File: src/hw/rtl/can_precondition_gateway_controller_macros.svh
// Assertion macros for the CAN precondition gateway controller.
`ifndef CAN_PRECONDITION_GATEWAY_CONTROLLER_MACROS_SVH
`define CAN_PRECONDITION_GATEWAY_CONTROLLER_MACROS_SVH

// Same-cycle implication, clocked on clk_i, off during reset.
`define CPGC_ASSERT_IMP(label, ante, cons, msg) \
  label: assert property (@(posedge clk_i) disable iff (!rst_ni) (ante) |-> (cons)) \
    else $error(msg);

// Next-cycle implication, clocked on clk_i, off during reset.
`define CPGC_ASSERT_NXT(label, ante, cons, msg) \
  label: assert property (@(posedge clk_i) disable iff (!rst_ni) (ante) |=> (cons)) \
    else $error(msg);

`endif

File: src/hw/rtl/cpgc_pkg.sv
// Types, constants and the button table of the CAN precondition gateway controller.
package cpgc_pkg;

  localparam int unsigned BUTTON_COUNT_DEF = 19;
  localparam int unsigned START_BURST_DEF  = 6;
  localparam int unsigned STOP_BURST_DEF   = 6;
  localparam int unsigned BTN_TABLE_LEN    = 19;

  localparam logic [28:0] CMD_ID    = 29'h0C7;
  localparam logic [28:0] NAV_ID    = 29'h4ED;
  localparam logic [28:0] DIST_ID   = 29'h4E8;
  localparam logic [28:0] INFO_ID   = 29'h4CC;
  localparam logic [28:0] STAT_ID_A = 29'h2AD;
  localparam logic [28:0] STAT_ID_B = 29'h0A82AA03;

  localparam logic [7:0] STAT_MASK   = 8'h1F;
  localparam logic [7:0] ST_IDLE     = 8'h01;
  localparam logic [7:0] ST_STARTING = 8'h05;
  localparam logic [7:0] ST_STARTED  = 8'h15;

  localparam logic [7:0] BURST_A_B3 = 8'h40;
  localparam logic [7:0] BURST_A_B4 = 8'h03;
  localparam logic [7:0] BURST_B_B3 = 8'hE0;
  localparam logic [7:0] BURST_B_B4 = 8'h07;

  // floor(n / 15625) for n < 2^26 as (n * SECS_RECIP) >> SECS_SHIFT
  localparam logic [26:0] SECS_RECIP = 27'd70368745;
  localparam int unsigned SECS_SHIFT = 40;

  typedef enum logic [1:0] {
    OP_RX   = 2'd0,
    OP_FWD  = 2'd1,
    OP_TICK = 2'd2
  } opcode_e;

  typedef enum logic [1:0] {
    VERDICT_PASS   = 2'd0,
    VERDICT_BLOCK  = 2'd1,
    VERDICT_MODIFY = 2'd2
  } verdict_e;

  typedef enum logic {
    KIND_VERDICT = 1'b0,
    KIND_TX      = 1'b1
  } kind_e;

  typedef enum logic [2:0] {
    REG_BUTTON_ENABLE = 3'd0,
    REG_BUTTON_INDEX  = 3'd1,
    REG_ONCE_MODE     = 3'd2,
    REG_DEBOUNCE_US   = 3'd3,
    REG_RETRY_US      = 3'd4,
    REG_STARTED_TO_US = 3'd5,
    REG_MAX_RETRIES   = 3'd6
  } reg_idx_e;

  typedef struct packed {
    logic [10:0] id;
    logic [2:0]  byte_no;
    logic [7:0]  mask;
    logic [7:0]  value;
  } btn_t;

  typedef struct packed {
    logic        requested;
    logic [31:0] request_time;
    logic [31:0] attempt_time;
    logic [2:0]  start_left;
    logic [2:0]  stop_left;
    logic [2:0]  retry_count;
    logic        starting_seen;
    logic        started_seen;
    logic        stop_seen;
    logic        button_was_pressed;
    logic        status_known;
  } ctl_state_t;

  localparam ctl_state_t CTL_STATE_RESET = '{
    requested:          1'b0,
    request_time:       32'd0,
    attempt_time:       32'd0,
    start_left:         3'd0,
    stop_left:          3'd0,
    retry_count:        3'd0,
    starting_seen:      1'b0,
    started_seen:       1'b0,
    stop_seen:          1'b1,
    button_was_pressed: 1'b0,
    status_known:       1'b0
  };

  function automatic btn_t btn_lookup(logic [4:0] idx);
    btn_t b;
    case (idx)
      5'd0:    b = '{11'h448, 3'd5, 8'hF0, 8'h10};
      5'd1:    b = '{11'h652, 3'd1, 8'h0F, 8'h04};
      5'd2:    b = '{11'h651, 3'd3, 8'hF0, 8'h40};
      5'd3:    b = '{11'h651, 3'd1, 8'hF0, 8'h40};
      5'd4:    b = '{11'h448, 3'd2, 8'hF0, 8'h40};
      5'd5:    b = '{11'h448, 3'd2, 8'h0F, 8'h01};
      5'd6:    b = '{11'h448, 3'd2, 8'h0F, 8'h04};
      5'd7:    b = '{11'h448, 3'd3, 8'h0F, 8'h01};
      5'd8:    b = '{11'h448, 3'd4, 8'h0F, 8'h01};
      5'd9:    b = '{11'h448, 3'd3, 8'hF0, 8'h40};
      5'd10:   b = '{11'h448, 3'd3, 8'hF0, 8'h10};
      5'd11:   b = '{11'h448, 3'd3, 8'h0F, 8'h04};
      5'd12:   b = '{11'h448, 3'd6, 8'hF0, 8'h10};
      5'd13:   b = '{11'h652, 3'd0, 8'hF0, 8'h40};
      5'd14:   b = '{11'h652, 3'd0, 8'hF0, 8'h10};
      5'd15:   b = '{11'h652, 3'd0, 8'h0F, 8'h01};
      5'd16:   b = '{11'h652, 3'd3, 8'h0F, 8'h04};
      5'd17:   b = '{11'h652, 3'd3, 8'h0F, 8'h01};
      5'd18:   b = '{11'h652, 3'd1, 8'h0F, 8'h0D};
      default: b = '0;
    endcase
    return b;
  endfunction

endpackage

File: src/hw/rtl/can_precondition_gateway_controller.sv
// An input transfer passes the input register, the compute stage and the result register to its result transfer.
// Throughput: one item per cycle unless the result stream stalls; the single compute stage sets it.
// Items that cause no result (frames, quiet ticks, unknown opcodes) still take that one stage.
// Reset (rst_ni low, asynchronous): all control state, stream valids and configuration
// registers return to their defaults at once; no clearing pass.
`include "can_precondition_gateway_controller_macros.svh"

module can_precondition_gateway_controller #(
  parameter int unsigned BUTTON_COUNT = cpgc_pkg::BUTTON_COUNT_DEF,
  parameter int unsigned START_BURST  = cpgc_pkg::START_BURST_DEF,
  parameter int unsigned STOP_BURST   = cpgc_pkg::STOP_BURST_DEF
) (
  input  logic         clk_i,
  input  logic         rst_ni,
  // input stream
  input  logic         s_axis_tvalid,
  output logic         s_axis_tready,
  // can_id[28:0], on_car_bus[29], frame_data[93:30], time_us[125:94], zero[127:126]
  input  logic [127:0] s_axis_tdata,
  // opcode[1:0]
  input  logic [1:0]   s_axis_tuser,
  // result stream
  output logic         m_axis_tvalid,
  input  logic         m_axis_tready,
  // verdict[1:0], out_data[65:2], zero[71:66]
  output logic [71:0]  m_axis_tdata,
  // result_kind[0]
  output logic [0:0]   m_axis_tuser,
  // configuration
  input  logic         psel,
  input  logic         penable,
  input  logic         pwrite,
  input  logic [4:0]   paddr,
  input  logic [31:0]  pwdata,
  output logic [31:0]  prdata,
  output logic         pready
);

  localparam logic [2:0] START_LOAD = 3'(START_BURST);
  localparam logic [2:0] STOP_LOAD  = 3'(STOP_BURST);
  localparam logic [2:0] START_HALF = 3'(START_BURST / 2);
  localparam logic [2:0] STOP_HALF  = 3'(STOP_BURST / 2);
  localparam logic [5:0] BTN_LIMIT  = 6'(BUTTON_COUNT);
  localparam logic [5:0] TABLE_LIMIT = 6'(cpgc_pkg::BTN_TABLE_LEN);

  // ---------------- configuration registers ----------------
  logic        btn_en_q;
  logic [4:0]  btn_idx_q;
  logic        once_q;
  logic [31:0] debounce_q;
  logic [31:0] retry_q;
  logic [31:0] sto_q;
  logic [2:0]  max_retries_q;
  logic        cfg_wr;
  logic [2:0]  reg_idx;

  assign pready  = 1'b1;
  assign reg_idx = paddr[4:2];
  assign cfg_wr  = psel && penable && pwrite && pready;

  always_ff @(posedge clk_i or negedge rst_ni) begin
    if (!rst_ni) begin
      btn_en_q      <= 1'b0;
      btn_idx_q     <= 5'd0;
      once_q        <= 1'b0;
      debounce_q    <= 32'd1000000;
      retry_q       <= 32'd10000000;
      sto_q         <= 32'd70000000;
      max_retries_q <= 3'd4;
    end else if (cfg_wr) begin
      case (reg_idx)
        cpgc_pkg::REG_BUTTON_ENABLE: btn_en_q      <= pwdata[0];
        cpgc_pkg::REG_BUTTON_INDEX:  btn_idx_q     <= pwdata[4:0];
        cpgc_pkg::REG_ONCE_MODE:     once_q        <= pwdata[0];
        cpgc_pkg::REG_DEBOUNCE_US:   debounce_q    <= pwdata;
        cpgc_pkg::REG_RETRY_US:      retry_q       <= pwdata;
        cpgc_pkg::REG_STARTED_TO_US: sto_q         <= pwdata;
        cpgc_pkg::REG_MAX_RETRIES:   max_retries_q <= pwdata[2:0];
        default: ;
      endcase
    end
  end

  always_comb begin
    case (reg_idx)
      cpgc_pkg::REG_BUTTON_ENABLE: prdata = {31'd0, btn_en_q};
      cpgc_pkg::REG_BUTTON_INDEX:  prdata = {27'd0, btn_idx_q};
      cpgc_pkg::REG_ONCE_MODE:     prdata = {31'd0, once_q};
      cpgc_pkg::REG_DEBOUNCE_US:   prdata = debounce_q;
      cpgc_pkg::REG_RETRY_US:      prdata = retry_q;
      cpgc_pkg::REG_STARTED_TO_US: prdata = sto_q;
      cpgc_pkg::REG_MAX_RETRIES:   prdata = {29'd0, max_retries_q};
      default:                     prdata = 32'd0;
    endcase
  end

  // ---------------- input register ----------------
  logic        in_valid_q;
  logic [1:0]  in_op_q;
  logic [28:0] in_id_q;
  logic        in_car_q;
  logic [63:0] in_data_q;
  logic [31:0] in_time_q;
  logic        fire;

  assign fire          = in_valid_q && (!m_axis_tvalid || m_axis_tready);
  assign s_axis_tready = !in_valid_q || fire;

  always_ff @(posedge clk_i or negedge rst_ni) begin
    if (!rst_ni) begin
      in_valid_q <= 1'b0;
    end else if (s_axis_tready) begin
      in_valid_q <= s_axis_tvalid;
    end
  end

  always_ff @(posedge clk_i) begin
    if (s_axis_tvalid && s_axis_tready) begin
      in_op_q   <= s_axis_tuser;
      in_id_q   <= s_axis_tdata[28:0];
      in_car_q  <= s_axis_tdata[29];
      in_data_q <= s_axis_tdata[93:30];
      in_time_q <= s_axis_tdata[125:94];
    end
  end

  // ---------------- compute stage ----------------
  cpgc_pkg::ctl_state_t st_q, st_d;
  cpgc_pkg::btn_t       btn;
  logic [31:0] elapsed;
  logic [31:0] since_req;
  logic [31:0] disp_limit;
  logic [31:0] disp_diff;
  logic [52:0] div_prod;
  logic [15:0] whole;
  logic [7:0]  stat_byte;
  logic [7:0]  btn_byte;
  logic        is_status;
  logic        btn_active;
  logic        pressed;
  logic        res_valid;
  logic        res_kind;
  logic [1:0]  res_verdict;
  logic [63:0] res_data;
  logic [3:0]  tenths;
  logic [3:0]  unit;
  logic [3:0]  flag;

  assign elapsed   = in_time_q - st_q.attempt_time;
  assign since_req = in_time_q - st_q.request_time;
  assign stat_byte = in_data_q[15:8] & cpgc_pkg::STAT_MASK;
  assign is_status = (in_id_q == cpgc_pkg::STAT_ID_A || in_id_q == cpgc_pkg::STAT_ID_B)
                     && in_car_q;
  assign btn        = cpgc_pkg::btn_lookup(btn_idx_q);
  assign btn_active = btn_en_q && ({1'b0, btn_idx_q} < BTN_LIMIT)
                      && ({1'b0, btn_idx_q} < TABLE_LIMIT);
  assign btn_byte   = 8'(in_data_q >> {btn.byte_no, 3'b000});
  assign pressed    = (btn_byte & btn.mask) == btn.value;

  // whole seconds left on the display; 1e6 = 64 * 15625
  assign disp_limit = (st_q.requested && !st_q.started_seen) ? sto_q : retry_q;
  assign disp_diff  = disp_limit - elapsed;
  assign div_prod   = 53'(disp_diff[31:6]) * 53'(cpgc_pkg::SECS_RECIP);
  assign whole      = (elapsed >= disp_limit) ? 16'd0
                      : 16'(div_prod[52:cpgc_pkg::SECS_SHIFT]);

  always_comb begin
    st_d        = st_q;
    res_valid   = 1'b0;
    res_kind    = cpgc_pkg::KIND_VERDICT;
    res_verdict = cpgc_pkg::VERDICT_PASS;
    res_data    = in_data_q;
    tenths      = 4'd0;
    unit        = 4'd0;
    flag        = 4'd0;
    case (in_op_q)
      cpgc_pkg::OP_RX: begin
        if (is_status) begin
          st_d.status_known = 1'b1;
          if (st_d.requested && !st_d.starting_seen &&
              (stat_byte == cpgc_pkg::ST_STARTING || stat_byte == cpgc_pkg::ST_STARTED))
            st_d.starting_seen = 1'b1;
          if (st_d.requested && !st_d.started_seen && stat_byte == cpgc_pkg::ST_STARTED)
            st_d.started_seen = 1'b1;
          if (st_d.requested && st_d.started_seen) begin
            if (stat_byte == cpgc_pkg::ST_STARTING) begin
              st_d.attempt_time = in_time_q;
              st_d.started_seen = 1'b0;
            end else if (stat_byte == cpgc_pkg::ST_IDLE) begin
              st_d.requested    = 1'b0;
              st_d.attempt_time = in_time_q;
              st_d.retry_count  = 3'd0;
              // without once mode the car stopped by itself: nothing to send
              st_d.stop_left    = once_q ? STOP_LOAD : 3'd0;
              st_d.stop_seen    = !once_q;
            end
          end
          if (!st_d.requested && !st_d.stop_seen && st_d.stop_left == 3'd0 &&
              stat_byte == cpgc_pkg::ST_IDLE)
            st_d.stop_seen = 1'b1;
        end
        if (btn_active && in_id_q == {18'd0, btn.id}) begin
          if (pressed && !st_d.button_was_pressed) begin
            if (!st_d.requested) begin
              st_d.requested     = 1'b1;
              st_d.request_time  = in_time_q;
              st_d.attempt_time  = in_time_q;
              st_d.start_left    = START_LOAD;
              st_d.starting_seen = 1'b0;
              st_d.started_seen  = 1'b0;
              st_d.retry_count   = 3'd0;
            end else if (since_req > debounce_q) begin
              st_d.requested    = 1'b0;
              st_d.attempt_time = in_time_q;
              st_d.stop_left    = STOP_LOAD;
              st_d.stop_seen    = 1'b0;
              st_d.retry_count  = 3'd0;
            end
          end
          st_d.button_was_pressed = pressed;
        end
      end
      cpgc_pkg::OP_FWD: begin
        res_valid = 1'b1;
        if (!in_car_q) begin
          res_verdict = cpgc_pkg::VERDICT_PASS;
        end else if (st_q.requested && in_id_q == cpgc_pkg::CMD_ID) begin
          res_verdict = cpgc_pkg::VERDICT_BLOCK;
        end else if (st_q.requested && in_id_q == cpgc_pkg::NAV_ID) begin
          res_data[47:40] = 8'h10;
          res_data[55:48] = 8'hA0;
          res_data[63:56] = 8'h00;
          res_verdict     = cpgc_pkg::VERDICT_MODIFY;
        end else if (st_q.requested && !st_q.started_seen &&
                     in_id_q == cpgc_pkg::DIST_ID) begin
          tenths = st_q.status_known ? {1'b0, st_q.retry_count} : 4'd0;
          unit   = !st_q.status_known ? 4'd0 : (st_q.retry_count == 3'd0) ? 4'd4 : 4'd1;
          flag   = !st_q.status_known ? 4'd4 : st_q.starting_seen ? 4'd0 : 4'd1;
          res_data[7:0]   = {tenths, unit};
          res_data[47:32] = whole;
          res_data[51:48] = flag;
          res_verdict     = cpgc_pkg::VERDICT_MODIFY;
        end else if (st_q.requested && !st_q.started_seen &&
                     in_id_q == cpgc_pkg::INFO_ID) begin
          res_data[7:0] = 8'h02;
          res_verdict   = cpgc_pkg::VERDICT_MODIFY;
        end else if (!st_q.requested && st_q.status_known && !st_q.stop_seen &&
                     st_q.retry_count < max_retries_q) begin
          if (in_id_q == cpgc_pkg::DIST_ID) begin
            // retry count stays below ten, so it is its own tenths digit
            tenths = {1'b0, st_q.retry_count};
            unit   = (st_q.retry_count == 3'd0) ? 4'd3 : 4'd2;
            flag   = 4'hF;
            res_data[7:0]   = {tenths, unit};
            res_data[47:32] = whole;
            res_data[51:48] = flag;
            res_verdict     = cpgc_pkg::VERDICT_MODIFY;
          end else if (in_id_q == cpgc_pkg::INFO_ID) begin
            res_data[7:0] = 8'h02;
            res_verdict   = cpgc_pkg::VERDICT_MODIFY;
          end
        end
      end
      cpgc_pkg::OP_TICK: begin
        if (st_d.status_known) begin
          if (st_d.requested && st_d.start_left == 3'd0 &&
              st_d.retry_count >= max_retries_q &&
              ((!st_d.starting_seen && elapsed > retry_q) ||
               (!st_d.started_seen && elapsed > sto_q))) begin
            st_d.requested    = 1'b0;
            st_d.attempt_time = in_time_q;
            st_d.stop_left    = STOP_LOAD;
            st_d.stop_seen    = 1'b0;
            st_d.retry_count  = max_retries_q;
          end
          if (st_d.requested && !st_d.starting_seen && st_d.start_left == 3'd0 &&
              st_d.retry_count < max_retries_q && elapsed > retry_q) begin
            st_d.attempt_time = in_time_q;
            st_d.start_left   = START_LOAD;
            st_d.retry_count  = st_d.retry_count + 3'd1;
          end
          if (st_d.requested && !st_d.started_seen && st_d.start_left == 3'd0 &&
              st_d.retry_count < max_retries_q && elapsed > sto_q) begin
            st_d.attempt_time = in_time_q;
            st_d.start_left   = START_LOAD;
            st_d.retry_count  = st_d.retry_count + 3'd1;
          end
          if (!st_d.requested && !st_d.stop_seen && st_d.stop_left == 3'd0 &&
              st_d.retry_count < max_retries_q && elapsed > retry_q) begin
            st_d.attempt_time = in_time_q;
            st_d.stop_left    = STOP_LOAD;
            st_d.retry_count  = st_d.retry_count + 3'd1;
          end
        end else if (st_d.requested && elapsed > sto_q) begin
          st_d.started_seen = 1'b1;
        end
        res_data = 64'd0;
        res_kind = cpgc_pkg::KIND_TX;
        if (st_d.requested && st_d.start_left != 3'd0) begin
          res_valid = 1'b1;
          if (st_d.start_left > START_HALF) begin
            res_data[31:24] = cpgc_pkg::BURST_A_B3;
            res_data[39:32] = cpgc_pkg::BURST_A_B4;
          end else begin
            res_data[31:24] = cpgc_pkg::BURST_B_B3;
            res_data[39:32] = cpgc_pkg::BURST_B_B4;
          end
          st_d.start_left = st_d.start_left - 3'd1;
        end else if (!st_d.requested && st_d.stop_left != 3'd0) begin
          res_valid = 1'b1;
          if (st_d.stop_left <= STOP_HALF) begin
            res_data[31:24] = cpgc_pkg::BURST_B_B3;
            res_data[39:32] = cpgc_pkg::BURST_B_B4;
          end
          st_d.stop_left = st_d.stop_left - 3'd1;
        end
      end
      default: ;
    endcase
  end

  always_ff @(posedge clk_i or negedge rst_ni) begin
    if (!rst_ni) begin
      st_q <= cpgc_pkg::CTL_STATE_RESET;
    end else if (fire) begin
      st_q <= st_d;
    end
  end

  // ---------------- result register ----------------
  logic        out_valid_q;
  logic        out_kind_q;
  logic [1:0]  out_verdict_q;
  logic [63:0] out_data_q;

  always_ff @(posedge clk_i or negedge rst_ni) begin
    if (!rst_ni) begin
      out_valid_q <= 1'b0;
    end else if (fire) begin
      out_valid_q <= res_valid;
    end else if (m_axis_tready) begin
      out_valid_q <= 1'b0;
    end
  end

  always_ff @(posedge clk_i) begin
    if (fire && res_valid) begin
      out_kind_q    <= res_kind;
      out_verdict_q <= res_verdict;
      out_data_q    <= res_data;
    end
  end

  assign m_axis_tvalid = out_valid_q;
  assign m_axis_tdata  = {6'd0, out_data_q, out_verdict_q};
  assign m_axis_tuser  = out_kind_q;

  // ---------------- assertions ----------------
  `CPGC_ASSERT_IMP(a_tx_no_verdict, m_axis_tvalid && m_axis_tuser[0], m_axis_tdata[1:0] == 2'd0, "burst frame carries a verdict")
  `CPGC_ASSERT_IMP(a_tx_low_bytes, m_axis_tvalid && m_axis_tuser[0], m_axis_tdata[25:2] == 24'd0, "burst frame bytes 0 to 2 not zero")
  `CPGC_ASSERT_IMP(a_verdict_code, m_axis_tvalid, m_axis_tdata[1:0] != 2'd3, "undefined verdict code")
  `CPGC_ASSERT_IMP(a_burst_bound, 1'b1, st_q.start_left <= START_LOAD && st_q.stop_left <= STOP_LOAD, "burst counter past its load")
  `CPGC_ASSERT_NXT(a_stall_holds_state, in_valid_q && !fire, $stable(st_q), "state moved without a transfer")

endmodule

File: config.mk
export PLATFORM = sky130hd
export DESIGN_NAME = can_precondition_gateway_controller
export DESIGN_NICKNAME = d
export VERILOG_FILES = /design/src/hw/rtl/cpgc_pkg.sv /design/src/hw/rtl/can_precondition_gateway_controller.sv
export VERILOG_INCLUDE_DIRS = /design/src /design/src/hw/rtl
export SDC_FILE = /design/constraint.sdc
export NUM_CORES = 2
export LEC_CHECK = 0
export ABC_AREA = 1
export BUFFER_PORTS_ARGS = -buffer_cell sky130_fd_sc_hd__buf_2
export CAP_MARGIN = 20
export CORE_MARGIN = 8
export CORE_UTILIZATION = 45
export CTS_BUF_LIST = sky130_fd_sc_hd__clkbuf_8 sky130_fd_sc_hd__clkbuf_16
export CTS_CLUSTER_DIAMETER = 50
export DETAILED_ROUTE_END_ITERATION = 12
export GPL_ROUTABILITY_DRIVEN = 0
export MAX_ROUTING_LAYER = met4
export SYNTH_ARGS = -nofsm -noshare
export SYNTH_HDL_FRONTEND = slang
export SYNTH_SLANG_ARGS = --single-unit
File: constraint.sdc
create_clock -name clk_i -period 14.45 [get_ports clk_i]
set_clock_uncertainty 0.15 [all_clocks]
set_input_delay 2.89 -clock clk_i [delete_from_list [all_inputs] [get_ports clk_i]]
set_output_delay 2.89 -clock clk_i [all_outputs]
set_load 0.005 [all_outputs]
# --- Yosys cells after proc, flatten, opt, wreduce, memory -nomap -nowiden ---
# Memories as Yosys holds them, arrays and structs flattened.
# Cells that the tools add are included.
op_classes:
  reduce_logical: 92
  add_sub_neg: 8
  n_lt_le_gt_ge: 12
  n_mul: 1
  bitwise: 4
  mux: 124
  n_eq_ne: 26
  shifts: 1
op_table:
  columns: ["op", "n"]
  rows:
  - ["2-to-1 mux 32 bit", 12]
  - ["case mux 32 bit (7 select lines)", 1]
  - ["2-to-1 mux 35 bit", 4]
  - ["greater-than comparator 32 bit", 3]
  - ["subtractor 32 bit", 3]
  - ["equality test 29 x 11 -> 1 bit (second input constant)", 3]
  - ["2-to-1 mux 41 bit", 2]
  - ["case mux 41 bit (2 select lines)", 1]
  - ["2-to-1 mux 20 bit", 4]
  - ["2-to-1 mux 78 bit", 1]
  - ["2-to-1 mux 77 bit", 1]
  - ["2-to-1 mux 8 bit", 9]
  - ["case mux 32 bit (2 select lines)", 1]
  - ["right shift 64 x 6 -> 8 bit", 1]
  - ["2-to-1 mux 6 bit", 10]
  - ["multiplier 26 x 27 -> 53 bit (second input constant)", 1]
  - ["2-to-1 mux 3 bit", 17]
  - ["logical AND 1 bit", 45]
  - ["2-to-1 mux 1 bit", 38]
  - [">= comparator 32 bit", 1]
  - ["2-to-1 mux 16 bit", 2]
  - ["equality test 29 x 10 -> 1 bit (second input constant)", 1]
  - ["equality test 29 x 11 -> 1 bit", 1]
  - ["equality test 29 x 28 -> 1 bit (second input constant)", 1]
  - ["41 further kinds", 105]
word_totals:
  wordCells: 299
  input_bits: 174
  romBits: 736
  out_inout_bits: 108
  mem_count: 1
  register_bits: 382
memory_table:
  columns: ["name", "words", "width", "read_ports", "rd_ports_with_merged_regs", "write_ports", "line", "text"]
  rows:
  - ["(name not given)", 32, 23, 1, 0, 0, "cpgc_pkg.sv:94", "case (idx)"]

# --- Depth between registers and ports, before layout ---
depth:
  word_depth: 34
  depth_mapped: 69
  depth_no_buf: 69

# --- Worst setup path before layout ---
# OpenSTA, ideal clock, no wires.
synth_timing:
  path_type: "flip-flop to flip-flop"
  from: "register in_time_q[0]"
  to: "register out_kind_q, in the netlist m_axis_tuser, enable pin"
  synth_period_minus_slack_ps: 12125
  arrival_ps: 11483
  path_stages_with_launch: 66
  required_time_ps: 13808
  n_path_buf: 0
  setup_slack_ps: 2325
  setup_time_ps: 492
  cell_sequence: "edfxtp_1 > inv_1 > ha_1 > inv_1 > fa_1 > nand3_1 > nand2_1 > nand2_1 > o211ai_1 > a21boi_1 > o21ai_1 > a21boi_1 > o21ai_1 > a21boi_0 > o21ai_0 > a21boi_1 > o21ai_1 > a31oi_1 > [30 not listed] > xor2_1 > inv_1 > ha_1 > nand2_1 > nand3_1 > nor2_1 > nand2_1 > nand2_1 > nand2_2 > nand2_1 > inv_1 > ha_1 > ha_1 > nor2_1 > o21ai_0 > nand2_1 > nand2_1 > nor2_1"
synth_via:
  elab_chain_len: 34
  word_cells_on_any_way: 61
  classes_between: "add/sub (3); order compare (5); mux (27); reduce/logical (26)"
synth_lines:
  columns: ["item", "line", "text"]
  rows:
  - ["from (decl)", "can_precondition_gateway_controller.sv:103", "logic [31:0] in_time_q;"]
  - ["from (signal assigned)", "can_precondition_gateway_controller.sv:123", "in_time_q <= s_axis_tdata[125:94];"]
  - ["subtractor 32 bit *", "can_precondition_gateway_controller.sv:149", "assign elapsed = in_time_q - st_q.attempt_time;"]
  - ["parallel branches: the longest is 30 deep, another holds greater-than comparator 32 bit", null, null]
  - ["2-to-1 mux 1 bit *", "can_precondition_gateway_controller.sv:299", "if (st_d.requested && st_d.start_left != 3'd0) begin"]
  - ["case mux 1 bit (2 select lines) *", "can_precondition_gateway_controller.sv:176", "case (in_op_q)"]
  - ["logical AND 1 bit *", "can_precondition_gateway_controller.sv:347", "if (fire && res_valid) begin"]
  - ["to (signal assigned)", "can_precondition_gateway_controller.sv:348", "out_kind_q <= res_kind;"]
  - ["to (decl)", "can_precondition_gateway_controller.sv:332", "logic out_kind_q;"]
# Every way passes the cells marked *. The select of a mux whose other input is x is not followed.
# A chain may end at the register's enable or synchronous reset.

# --- Worst setup path after layout ---
layout_timing:
  from: "register in_time_q[0]"
  to: "register out_data_q[58], enable pin"
layout_via:
  elab_chain_len: 34
  word_cells_on_any_way: 61
  classes_between: "add/sub (3); order compare (5); mux (27); reduce/logical (26)"
layout_lines:
  columns: ["item", "line", "text"]
  rows:
  - ["subtractor 32 bit *", "can_precondition_gateway_controller.sv:149", null]
  - ["parallel branches: the longest is 30 deep, another holds greater-than comparator 32 bit", null, null]
  - ["2-to-1 mux 1 bit *", "can_precondition_gateway_controller.sv:299", null]
  - ["case mux 1 bit (2 select lines) *", "can_precondition_gateway_controller.sv:176", null]
  - ["logical AND 1 bit *", "can_precondition_gateway_controller.sv:347", null]
  - ["to (signal assigned)", "can_precondition_gateway_controller.sv:350", "out_data_q <= res_data;"]
  - ["to (decl)", "can_precondition_gateway_controller.sv:334", "logic [63:0] out_data_q;"]
# Marks and branches as above.

==> key figures <==
Outcome
  • Status: finished, final reports clean

Clock network
  • Postcts setup bufs: 0
  • CTS H-tree depth: 2
  • Clock-pin slew on the worst setup and hold paths: 0.06 ns
  • Num CTS Buffers: 50
  • PostCTS Resize Cnt: 0
  • Worst-Skew Late Latency: 0.62 ns
  • Cts-stage hold buffer count: 0
  • Clock Sinks: 382
  • Clock Path Buffers: 3
  • Clk root buf: clkbuf_16
  • CTS tree: yes

Critical path
  • Max Fanout on Critical Path: 26
  • Required time worst endpoint: 14.56 ns
  • CP max stage cell: nor2_4
  • Setup CP Type: flip-flop to flip-flop
  • Critical Path Max Stage Delay: 0.66 ns
  • Worst path arrival time: 12.59 ns
  • Most frequent CP cell: nand2_1
  • Worst setup EP type: flip-flop
  • Setup crit start kind: flip-flop

Min path
  • Hold crit path type: flip-flop to flip-flop

STA
  • Final Slew Violations: 0
  • Final hold violations: 0
  • Final min period: 12.47 ns
  • Peak Freq: 0.0802 GHz
  • Worst slew pin tran: 1.09 ns
  • RSZ-0062 raised after global routing: no
  • Final period util: 86.3%
  • Setup tns final: 0 ns
  • Slew HR: 27.2%
  • Final count of negative-setup-slack endpoints: 0

Global route
  • Initial antenna violation count: 9
  • Vias in the first global route: 30045
  • Pin count of the biggest net entering global routing: 79
  • Global-route wire length before repair: 169000 um
  • Global route overflow: 0
  • Overall Global Routing Usage: 24.4%

Final layout
  • Layout cells sized above 1: 10.4%
  • Most common cell after layout, fill and taps aside: inv_1
  • Commonest cells after routing, fill and taps aside: inv_1, nand2_1, ha_1
  • P&R area growth vs syn: 12.3%
  • Nets: 5466
  • Final core utilization: 50.8%

Synthesis
  • Ys Warns: 0
  • Ys async rst share: 49.0%
  • #FFs+latches synth: 382
  • Syn_area_per_cell: 8.44 sq um
  • Adder-Cell Fraction of Synth Area: 29.8%
  • Post-Synth Simple-Gate Area: 14.2%
  • Seq/Total Area, Yosys: 29.2%
  • Post-synthesis compound-gate area fraction: 13.2%
  • Post-synth EDFFs: 195
  • Post-synth top flop: edfxtp_1
  • Post-synth cell types: 67
  • Cell area after synthesis: 36200 sq um
  • Xor/xnor share of the synthesized area: 2.54%
  • Post-Syn Instances: 4296
  • Largest family of logic cells by synthesized area: adder cells
  • Multiplexer share of the synthesized area: 0.784%

Die
  • Die width: 300 um
  • FP Rows: 104
  • Core area: 80200 sq um
  • IO Count: 282
  • Die ar.: 89900 sq um
  • Vert. Die Dim: 300 um
  • Starting Density: 45.2%

Job
  • Max_cap viols: 0

Drt
  • Via count: 29958
  • TritonRoute pass-1 iters: 5
  • Final wirelength: 108000 um
  • Initial drt markers: 2013
  • Post-route ant nets: 0
  • Wire per inst: 19.1 um
  • Post-DR vias/cell: 5.27
  • DRC violations left: 0

Placement
  • Detailed Place HPWL: 88900 um
  • # port buffers: 270
-- per-layer routing --
metal	global-route usage, %	up-vias	wire length, um
li1	-	14635	-
met1	31.6	14413	47400
met2	40.3	765	52000
met3	2.96	145	5810
met4	6.66	0	3140
met5	-	-	0
-- through the flow --
step | cell area (sq um) | setup WS [ns] | hold WS (ns) | std cells
2_1_floorplan | 36300 | 2.32 | 0.303 | 4301
3_3_place_gp | 38800 | 2.21 | 0.318 | 5578
3_5_place_dp | 38800 | 2.01 | 0.323 | 5579
4_1_cts | 40700 | 1.92 | 0.338 | 5671
5_1_grt | 40700 | 0.698 | 0.356 | 5681
6_report | 40700 | 1.98 | 0.335 | 5681
-- cell type report --
cell class              instances  area [sq um]
flip-flops and latches        382         10600
clock inverters                37           460
inverters                     884          3320
fillers                      7802         39400
diodes                          7          17.5
well taps                    1060          1330
multi-input cells            2950         22000
repair buffers                306          1660
clock buffers                  55          1350
-- kinds of logic (layout without fill, tap and decap cells) --
family                     Yosys count  in the layout
AOI/OAI and AO/OA                  844            844
xor gates and xnor gates           105            105
DFF                                382            382
other                                2             14
and+or+nand+nor                   1255           1255
muxes                               21             21
buffers and inverters              969           1282
adders and majority gates          718            718
-- cells in the mapped netlist (all sizes together) (36+ instances only) --
master / count / share of area (%)
nor3: 46 / 0.64
nor2: 282 / 2.9
nand2: 743 / 7.8
fa: 242 / 13
inv: 883 / 9.1
dfrtp: 161 / 11
xor2: 68 / 1.6
edfxtp: 195 / 16
a31oi: 36 / 0.66
nand3: 111 / 1.5
o21ai: 376 / 5.2
xnor2: 37 / 0.89
a21oi: 276 / 3.9
ha: 476 / 16
clkbuf: 54 / 0.56
-- path summary, 6_finish.rpt --
check | from | end | slack (ns) | depth (start not counted)
max | in_time_q[0]$_DFFE_PP_ | out_data_q[58]$_DFFE_PP_ | 1.98 | 66
min | st_q[52]$_DFFE_PN0P_ | st_q[52]$_DFFE_PN0P_ | 0.34 | 2
max reg2reg | in_time_q[0]$_DFFE_PP_ | out_data_q[58]$_DFFE_PP_ | 1.98 | 66
min reg2reg | st_q[52]$_DFFE_PN0P_ | st_q[52]$_DFFE_PN0P_ | 0.34 | 2
max in group asynchronous | rst_ni | st_q[59]$_DFFE_PN0P_ | 10.75 | 2
min in group asynchronous | rst_ni | in_valid_q$_DFFE_PN0N_ | 2.11 | 1
-- state kept, by name, summed over array words and instances (netlist names) --
register and count:
in_op_q 2, in_car_q 1, debounce_q 32, out_verdict_q 2, max_retries_q 3, in_id_q 29, m_axis_tvalid 1, btn_idx_q 5
out_data_q 64, st_q 79, in_time_q 32, in_data_q 64, btn_en_q 1, in_valid_q 1, sto_q 32, m_axis_tuser 1
once_q 1, retry_q 32
-- worst max-delay path, delay by kind of cell, from the launching register on --
family / cells / cell delay, ns
buffers and inverters: 6 / 0.95
flip-flops: 1 / 0.41
AND/OR/NAND/NOR: 36 / 5.39
XOR/XNOR: 3 / 0.67
AO/OA/AOI/OAI: 13 / 2.54
adder cells (fa/ha/maj): 8 / 1.93
Power is not shown: default switching activity piles up to over one toggle a cycle in this logic, so the estimate is an artifact.
